<file path="src/srr_pkg.sv">
// shared types and constants for the selective-repeat receiver
package srr_pkg;

  localparam int WINDOW_SLOTS = 8;
  localparam int SLOT_W       = $clog2(WINDOW_SLOTS);

  localparam logic [32:0] EXP_MIN = {1'b1, 32'd0};

  typedef enum logic [1:0] {
    KIND_DELIVER = 2'd0,
    KIND_ACK     = 2'd1,
    KIND_ERR_ACK = 2'd2,
    KIND_ABORT   = 2'd3
  } kind_t;

  typedef enum logic [1:0] {
    ST_IDLE,
    ST_CHECK,
    ST_FETCH,
    ST_DRAIN
  } state_t;

  typedef struct packed {
    logic        abort;
    logic [7:0]  slot;
    logic [39:0] cumulative_bytes;
    logic [31:0] packets_remaining;
    logic [15:0] payload_length;
    logic [31:0] payload_tag;
  } in_item_t;

  typedef struct packed {
    kind_t       kind;
    logic [7:0]  ack_slot;
    logic [39:0] ack_bytes;
    logic [39:0] bytes_written;
    logic [31:0] out_tag;
    logic [15:0] out_length;
    logic        transfer_done;
    logic        last;
  } out_item_t;

  typedef struct packed {
    logic [39:0] bytes;
    logic [15:0] length;
    logic [31:0] tag;
  } slot_entry_t;

  function automatic logic done_of(input logic [32:0] expected);
    done_of = expected[32] || (expected == 33'd0);
  endfunction

  function automatic logic [32:0] dec_sat(input logic [32:0] expected);
    dec_sat = (expected == EXP_MIN) ? expected : expected - 33'd1;
  endfunction

endpackage

</file>
<file path="src/srr_ram.sv">
// generic single-port-write ram with registered read
module srr_ram #(
  parameter int WIDTH = 8,
  parameter int DEPTH = 8
) (
  input  logic                     clk,
  input  logic                     we,
  input  logic [$clog2(DEPTH)-1:0] waddr,
  input  logic [WIDTH-1:0]         wdata,
  input  logic [$clog2(DEPTH)-1:0] raddr,
  output logic [WIDTH-1:0]         rdata
);

  logic [WIDTH-1:0] mem [DEPTH];

  always_ff @(posedge clk) begin
    if (we) begin
      mem[waddr] <= wdata;
    end
    rdata <= mem[raddr];
  end

endmodule

</file>
<file path="src/selective_repeat_receiver.sv">
// selective-repeat receiver top level: window control and slot store
//
//   channel | signals                      | direction | transfer
//   in      | in_valid, in_ready, in_data  | input     | one arriving packet
//   out     | out_valid, out_ready, out_data | output  | one delivery or ack
//
// abort, bad slot and stale packets pass only the accept and check steps
// new packet: accept, check, fetch, drain of n in-order slots (one ram read each)
// the next packet is taken once the last result has been registered
// reset clears the slot flags and counters; no clearing pass
// a stalled output holds the engine in place with the ram read address held
module selective_repeat_receiver (
  input  logic              clk,
  input  logic              rst,
  input  logic              in_valid,
  output logic              in_ready,
  input  srr_pkg::in_item_t in_data,
  output logic              out_valid,
  input  logic              out_ready,
  output srr_pkg::out_item_t out_data
);

  import srr_pkg::*;

  state_t            state, state_next;
  in_item_t          in_q;
  logic [WINDOW_SLOTS-1:0] full, full_next;
  logic [WINDOW_SLOTS-1:0] bytes_valid, bytes_valid_next;
  logic [SLOT_W-1:0] next_slot, next_slot_next;
  logic [39:0]       delivered, delivered_next;
  logic [32:0]       expected, expected_next;
  logic              seen_first, seen_first_next;

  logic              ram_we;
  logic [SLOT_W-1:0] ram_raddr;
  slot_entry_t       ram_wdata;
  slot_entry_t       ram_rdata;

  logic              emit;
  out_item_t         res;
  logic              out_free;
  logic [SLOT_W-1:0] idx;
  logic [SLOT_W-1:0] slot_inc;
  logic [39:0]       stored_bytes;
  logic [32:0]       exp_load;
  logic [32:0]       exp_dec;
  logic              bad_slot;
  logic              stale;

  srr_ram #(
    .WIDTH($bits(slot_entry_t)),
    .DEPTH(WINDOW_SLOTS)
  ) u_slot_ram (
    .clk  (clk),
    .we   (ram_we),
    .waddr(idx),
    .wdata(ram_wdata),
    .raddr(ram_raddr),
    .rdata(ram_rdata)
  );

  assign out_free     = !out_valid || out_ready;
  assign idx          = in_q.slot[SLOT_W-1:0];
  assign slot_inc     = (next_slot == SLOT_W'(WINDOW_SLOTS - 1)) ? '0 : next_slot + 1'b1;
  assign bad_slot     = in_q.slot >= 8'(WINDOW_SLOTS);
  assign stored_bytes = bytes_valid[idx] ? ram_rdata.bytes : 40'd0;
  assign exp_load     = seen_first ? expected : {1'b0, in_q.packets_remaining};
  assign exp_dec      = dec_sat(expected);
  assign stale        = full[idx] || (delivered < stored_bytes) ||
                        (in_q.cumulative_bytes <= delivered);

  assign ram_wdata.bytes  = in_q.cumulative_bytes;
  assign ram_wdata.length = in_q.payload_length;
  assign ram_wdata.tag    = in_q.payload_tag;

  always_ff @(posedge clk) begin
    if (rst) begin
      state       <= ST_IDLE;
      full        <= '0;
      bytes_valid <= '0;
      next_slot   <= '0;
      delivered   <= '0;
      expected    <= '0;
      seen_first  <= 1'b0;
      out_valid   <= 1'b0;
    end else begin
      state       <= state_next;
      full        <= full_next;
      bytes_valid <= bytes_valid_next;
      next_slot   <= next_slot_next;
      delivered   <= delivered_next;
      expected    <= expected_next;
      seen_first  <= seen_first_next;
      if (emit) begin
        out_valid <= 1'b1;
      end else if (out_ready) begin
        out_valid <= 1'b0;
      end
    end
  end

  always_ff @(posedge clk) begin
    if (in_valid && in_ready) begin
      in_q <= in_data;
    end
    if (emit) begin
      out_data <= res;
    end
  end

  always_comb begin
    state_next       = state;
    full_next        = full;
    bytes_valid_next = bytes_valid;
    next_slot_next   = next_slot;
    delivered_next   = delivered;
    expected_next    = expected;
    seen_first_next  = seen_first;
    ram_we           = 1'b0;
    ram_raddr        = next_slot;
    in_ready         = 1'b0;
    emit             = 1'b0;
    res              = '0;
    res.kind         = KIND_ACK;

    unique case (state)
      ST_IDLE: begin
        in_ready  = 1'b1;
        ram_raddr = in_data.slot[SLOT_W-1:0];
        if (in_valid) begin
          state_next = ST_CHECK;
        end
      end
      ST_CHECK: begin
        ram_raddr = idx;
        if (out_free) begin
          if (in_q.abort) begin
            emit              = 1'b1;
            res.kind          = KIND_ABORT;
            res.transfer_done = done_of(expected);
            res.last          = 1'b1;
            state_next        = ST_IDLE;
          end else if (bad_slot) begin
            emit              = 1'b1;
            res.kind          = KIND_ERR_ACK;
            res.ack_slot      = in_q.slot;
            res.transfer_done = done_of(expected);
            res.last          = 1'b1;
            state_next        = ST_IDLE;
          end else begin
            seen_first_next = 1'b1;
            expected_next   = exp_load;
            if (stale) begin
              emit              = 1'b1;
              res.ack_slot      = in_q.slot;
              res.ack_bytes     = in_q.cumulative_bytes;
              res.transfer_done = done_of(exp_load);
              res.last          = 1'b1;
              state_next        = ST_IDLE;
            end else begin
              ram_we                = 1'b1;
              full_next[idx]        = 1'b1;
              bytes_valid_next[idx] = 1'b1;
              state_next            = ST_FETCH;
            end
          end
        end
      end
      ST_FETCH: begin
        state_next = ST_DRAIN;
      end
      ST_DRAIN: begin
        if (out_free) begin
          emit = 1'b1;
          if (full[next_slot]) begin
            delivered_next       = ram_rdata.bytes;
            expected_next        = exp_dec;
            full_next[next_slot] = 1'b0;
            next_slot_next       = slot_inc;
            ram_raddr            = slot_inc;
            res.kind             = KIND_DELIVER;
            res.out_tag          = ram_rdata.tag;
            res.out_length       = ram_rdata.length;
            res.transfer_done    = done_of(exp_dec);
          end else begin
            res.ack_slot      = in_q.slot;
            res.ack_bytes     = in_q.cumulative_bytes;
            res.transfer_done = done_of(expected);
            res.last          = 1'b1;
            state_next        = ST_IDLE;
          end
        end
      end
      default: begin
        state_next = ST_IDLE;
      end
    endcase

    res.bytes_written = delivered_next;
  end

endmodule

</file>
<file path="config.mk">
export PLATFORM = sky130hd
export DESIGN_NAME = selective_repeat_receiver
export DESIGN_NICKNAME = d
export VERILOG_FILES = /design/src/srr_pkg.sv /design/src/srr_ram.sv /design/src/selective_repeat_receiver.sv
export SDC_FILE = /design/constraint.sdc
export NUM_CORES = 2
export LEC_CHECK = 0
export ABC_AREA = 1
export ABC_CLOCK_PERIOD_IN_PS = 15000
export BUFFER_PORTS_ARGS = -buffer_cell sky130_fd_sc_hd__clkbuf_2
export CAP_MARGIN = 25
export CORE_MARGIN = 2
export CORE_UTILIZATION = 45
export DETAILED_ROUTE_END_ITERATION = 6
export PLACE_DENSITY = 0.72
export SYNTH_ARGS = -nofsm -noshare
export SYNTH_HDL_FRONTEND = slang
export SYNTH_SLANG_ARGS = --single-unit
</file>
<file path="constraint.sdc">
create_clock -name clk -period 15 [get_ports clk]
set_clock_uncertainty 0.1 [all_clocks]
set_input_delay 0 -clock clk [delete_from_list [all_inputs] [get_ports clk]]
set_output_delay 0 -clock clk [all_outputs]
set_load 0.005 [all_outputs]
</file>
Word-level counts from Yosys, hierarchy flattened

Memories as Yosys holds them, arrays and structs flattened. A register that Yosys moved wholly into a read port is not among the register bits.
Cells that the tools add are included.

Logic and storage cells: 150
Memories kept: 1
Bits of input ports: 133
Bits in writable memories: 704
Register bits: 365
Output and inout port bits: 142

Bitwise logic cells: 7
Mux-type cells: 76
Reductions and logical operators: 22
Equality and inequality tests: 13
$lt $le $gt $ge: 7
Add/sub/neg operators: 2

Memories:

| memory         | depth | width | read ports | clocked after Yosys merged registers in | wr ports | line          | text |
|---|---|---|---|---|---|---|---|
| u_slot_ram.mem | 8     | 88    | 1          | 1                                       | 1        | srr_ram.sv:14 | `logic [WIDTH-1:0] mem [DEPTH];` |

Operators by type and width:

| operator              | number |
|---|---|
| $mux 33               | 7 |
| $mux 40               | 5 |
| $mux 48               | 3 |
| $pmux 50 s2           | 1 |
| $logic_not 33->1      | 3 |
| $pmux 33 s2           | 1 |
| $mux 8                | 7 |
| $mux 50               | 1 |
| $mux 49               | 1 |
| $le 40x40->1          | 1 |
| $lt 40x40->1          | 1 |
| $eq 33x33->1 const B  | 1 |
| $sub 33x1->33 const B | 1 |
| $mux 2                | 14 |
| $mux 1                | 23 |
| $ne 2x2->1 const B    | 8 |
| $or 8x8->8            | 2 |
| $pmux 8 s2            | 1 |
| $bmux 1 s3            | 3 |
| $mux 3                | 3 |
| $pmux 3 s3            | 1 |
| $and 8x8->8           | 1 |
| $ge 8x4->1 const B    | 1 |
| $lt 3x4->1 const B    | 2 |
| 21 further kinds      | 35 |

Logic depth before layout (Yosys ltp)

Depth in word-level cells: 13
Gate-level depth with buffers: 22
Mapped depth without buffers: 21

Modules after synthesis

A second synthesis with hierarchy kept.

Cell total of the unflattened synthesis: 4962
Area total of the unflattened synthesis: 49666.4 µm²

Modules (own cells, without submodules):

| module                    | instances | seq. area each (µm²) | cells each | area an instance (µm²) |
|---|---|---|---|---|
| srr_ram                   | 1         | 22902.0              | 3147       | 32327.3 |
| selective_repeat_receiver | 1         | 9999.6               | 1815       | 17339.1 |

Least setup slack after synthesis

No wires, ideal clock.

Kind: flip-flop to flip-flop
Start: register (tool-made name)
End: register out_data[0] (netlist name) (enable)
Cell stages (with the launch flop): 5
Required time: 14.067 ns
Data arrival time: 10.786 ns
Slack: 3.281 ns
Clock period less this slack: 11.719 ns
Setup time: 0.833 ns
Buffers on the path: 2
Cell sequence: dfxtp_1 > clkbuf_1 > nand2_1 > clkbuf_1 > o21ai_0

RTL lines:

| item                 | line                             | text |
|---|---|---|
| end signal, assigned | selective_repeat_receiver.sv:107 | `out_data <= res;` |
| end, declared        | selective_repeat_receiver.sv:20  | `output srr_pkg::out_item_t out_data` |

Final worst setup path

Start: register in_q, in the netlist idx[0]
End: memory u_slot_ram.mem[0][35] (netlist name) (enable)

Word-level cells in the longest chain between the ends: 13
Elaborated cells between the ends (all ways): 16
Classes of those cells: order compare (2); mux (12); reduce/logical (2)

RTL lines:

| item                           | line                             | text |
|---|---|---|
| start, declared                | selective_repeat_receiver.sv:26  | `in_item_t in_q;` |
| start signal, assigned         | selective_repeat_receiver.sv:104 | `in_q <= in_data;` |
| $bmux 1 s3                     | selective_repeat_receiver.sv:66  | `assign stored_bytes = bytes_valid[idx] ? ram_rdata.bytes : 40'd0;` |
| $mux 1 (not written as such)   | selective_repeat_receiver.sv:66  |  |
| $mux 40                        | selective_repeat_receiver.sv:66  |  |
| $lt 40x40->1                   | selective_repeat_receiver.sv:69  | `assign stale = full[idx] \|\| (delivered < stored_bytes) \|\|` |
| $logic_or 1x1->1 (2 in series) | selective_repeat_receiver.sv:69  |  |
| $mux 1                         | selective_repeat_receiver.sv:153 | `if (stale) begin` |
| $mux 1                         | selective_repeat_receiver.sv:143 | `end else if (bad_slot) begin` |
| $mux 1                         | selective_repeat_receiver.sv:137 | `if (in_q.abort) begin` |
| $mux 1                         | selective_repeat_receiver.sv:136 | `if (out_free) begin` |
| $mux 1                         | selective_repeat_receiver.sv:126 | `unique case (state)` |
| $mux 1                         | srr_ram.sv:17                    | `if (we) begin` |
| $mux 1 (not written as such)   | srr_ram.sv:18                    | `mem[waddr] <= wdata;` |
| end, declared                  | srr_ram.sv:14                    |  |

Several ways; a longest one is shown, not always the timed one. The select of a mux whose other input is x is not followed.

==> out/results.txt <==
Max Clk Rate = 162 MHz
Port-buffer cells = 274
Net count of the mapped netlist = 4881
Hold Crit Class = input pin to register
Post-CTS Resized = 0
Share of layout cells above drive strength 1 = 0.106
Gate family responsible for the most delay along the worst path = simple AND/OR/NAND/NOR gates
Post-CTS Setup Bufs = 0
Vias in the first global route = 33.4k
Tot Pwr = 7.31 mW
WP data arrival = 6.42 ns
CP Launch Type = register
Tcrit/Tclk final = 0.412
Slew @ Worst Pin = 1.10 ns
Clock transition at path regs = 0.06 ns
Routed vias = 34.3k
Overall routing resource usage = 0.219
Post-DRT Antenna Nets = 0
Buf/Inv on CP = 4
Final WL = 124 mm
Gp weighted congestion = 0.895
Skew-Pair Late Insertion Delay = 0.73 ns
Ys flop type = edfxtp_1
Final setup fails = 0
Tmin final = 6.18 ns
Fin nets = 5347
Clk sinks = 1157
Area Growth Syn to Fin = 18.7%
Unrepaired setup endpoints after global routing = no
Data required, critical path = 15.24 ns
CTS Buf Count = 117
Post-DP HPWL = 71.6 mm
Final Hold Fails = 0
Pre-antenna DRT Iters = 5
CP peak stage delay = 0.85 ns
Initial antenna violation count = 6
Crit Path Class = register to register
First-pass GRT wire length = 190 mm
Global route total overflow = 0
Mean Syn Cell Area = 10.6 µm²
H-tree depth = 3
Starting Density = 0.453
Vias per cell = 5.15
DIE AREA = 112000 µm²
Setup TNS Final = 0 ns
Synth cell types = 43
Slew Viols, Final = 0
Die height = 335 µm
Cells after synthesis = 4666
Crit-path max FO = 57
Num ports = 275
Worst ir drop on vdd = 0.108 mV
Slew margin rel. = 0.263
Die extent in x = 335 µm
Post-synth EDFFs = 973
Core footprint = 109000 µm²
Static Leak = 24.5 nW
Most used cell, CP = nand2_1
Synth Register Bits = 1157
Final routed DRC violation total = 0
DR iter-0 viols = 2805
Fillers = 9068
Power Density = 125 nW/µm²
MaxCap Viol Count = 0
CTS Buffer Depth = 3
Synth Cell Area = 49300 µm²
Clock root cell = clkbuf_16
Critical-path top delay cell = buf_4
Ys async rst share = 0
Critical path, cell by cell = clkinv_1, nand2_1, nand3_1, nand4_1, buf_4, nand2_1, ha_1, nand2_1, nor4_1, nand2_1, nor2_1, nand2_1, o21ai_0, nor2_1, nand2_1, nand2_1, nor2_1, nand2_1, inv_4, buf_4
Crit path capture type = register
Row Count = 121
Warnings from Yosys = 0
CTS tree = built
Mean routed wirelength per cell = 18.7 µm
Status = finished, final reports clean
Post-synthesis sequential area ratio = 0.668
Largest net degree at the start of global routing = 184
[layout make-up]
class / count / area (µm²) / area share
diodes: 3 / 7.51 / 0.000128
clock inverters: 72 / 846 / 0.0145
multi-input cells: 2751 / 13200 / 0.226
repair buffers: 584 / 4550 / 0.0778
well taps: 1414 / 1770 / 0.0303
flip-flops and latches: 1157 / 32900 / 0.563
inverters: 521 / 1990 / 0.0340
clock buffers: 152 / 3200 / 0.0547
[final timing paths]
| kind | slack, ns | to | depth (start not counted) | start |
|---|---|---|---|---|
| worst min register to register | 0.36 | delivered[1] | 2 | u_slot_ram.rdata[49] |
| worst max register to register | 8.82 | u_slot_ram.mem[0][35] | 20 | idx[0] |
| worst max-delay path | 8.82 | u_slot_ram.mem[0][35] | 20 | idx[0] |
| worst min-delay path | 0.07 | in_q[119] | 2 | in_data[119] |
[per-stage QoR]
step	instance area (µm²)	setup slack, ns	utilization	hold slack, ns	std cells
2_1_floorplan	49300	3.28	-	-0.00113	4666
3_3_place_gp	51600	9.02	0.474	0.0777	6155
3_5_place_dp	51700	8.88	0.475	0.0786	6160
4_1_cts	58300	8.87	0.537	0.00922	6646
5_1_grt	58500	8.17	0.538	0.0539	6652
6_report	58500	8.82	0.538	0.0732	6654
[cell usage after synthesis, types with 11 or more instances]
cell | count | area share
ha_1 | 82 | 0.021
nand4_1 | 17 | 0.0022
nand2_1 | 1470 | 0.11
a21oi_1 | 107 | 0.011
a31oi_1 | 33 | 0.0042
buf_6 | 27 | 0.0062
buf_1 | 12 | 0.00091
nor2_1 | 209 | 0.016
o21ai_0 | 89 | 0.0090
or2_2 | 11 | 0.0014
buf_2 | 83 | 0.0084
edfxtp_1 | 973 | 0.59
xor2_1 | 25 | 0.0044
dfxtp_1 | 184 | 0.075
clkbuf_1 | 100 | 0.0076
o21ai_1 | 13 | 0.0013
nor4_1 | 12 | 0.0015
nand3b_1 | 176 | 0.027
nand3_1 | 422 | 0.043
buf_4 | 15 | 0.0023
inv_1 | 510 | 0.039
a211oi_1 | 42 | 0.0064
[cell usage in the layout (no fill, tap or decap), drive strengths merged]
cell type | netlist | layout
a21boi | 3 | 3
clkbuf | 100 | 426
mux2i | 1 | 1
inv | 518 | 521
nor4 | 12 | 12
nand4 | 17 | 17
clkinv | 3 | 52
a21oi | 108 | 108
nor2 | 213 | 213
nand3 | 422 | 422
clkinvlp | 0 | 5
nand3b | 176 | 176
a21o | 2 | 2
xor2 | 25 | 25
bufinv | 0 | 15
a31oi | 33 | 33
nand2 | 1474 | 1474
dfxtp | 184 | 184
a311oi | 1 | 1
edfxtp | 973 | 973
buf | 137 | 48
or2 | 11 | 11
dlygate4sd3 | 0 | 262
a211oi | 42 | 42
nor3 | 8 | 8
o31ai | 4 | 4
o22ai | 4 | 4
o211ai | 7 | 7
o21ai | 106 | 106
diode | 0 | 3
ha | 82 | 82
[registers in the layout (all words and copies together), names as in the netlist, named ones only]
signal            cells
u_slot_ram.mem      704
delivered            40
idx                   3
state                 1
out_data            140
full                  8
seen_first            1
next_slot             3
expected             33
bytes_valid           8
in_q                126
u_slot_ram.rdata     88
out_valid             1
[routing by layer]
metal,vias to the layer above,track usage,share of wire
met2,1149,0.372,0.49
li1,16493,-,-
met4,2,0.0842,0.034
met1,16409,0.285,0.41
met5,-,0,0.00013
met3,240,0.0283,0.058
[cell families (layout without fill, tap and decap cells)]
kind of cell,after synthesis,count (layout),share of synthesized area
AO/OA/AOI/OAI,310,310,0.0364
XOR/XNOR,25,25,0.00444
adder cells (fa/ha/maj),82,82,0.0208
buffers and inverters,758,1329,0.0653
flip-flops,1157,1157,0.668
multiplexers,1,1,0.000203
other,0,3,0
AND/OR/NAND/NOR,2333,2333,0.205
[power breakdown]
group / leakage, nW / total [mW] / switching [mW] / internal [mW]
logic: 12.1 / 0.612 / 0.399 / 0.212
registers: 10.4 / 3.67 / 0.0841 / 3.59
clock network: 1.98 / 3.03 / 1.26 / 1.77
total: 24.5 / 7.31 / 1.74 / 5.57
[what timing repair did]
item                       in CTS  in global routing
hold buffers                  262                  0
setup endpoints to repair       0                  0
hold endpoints to repair      246                  0
Note: power is estimated with default switching activity, not from simulation.
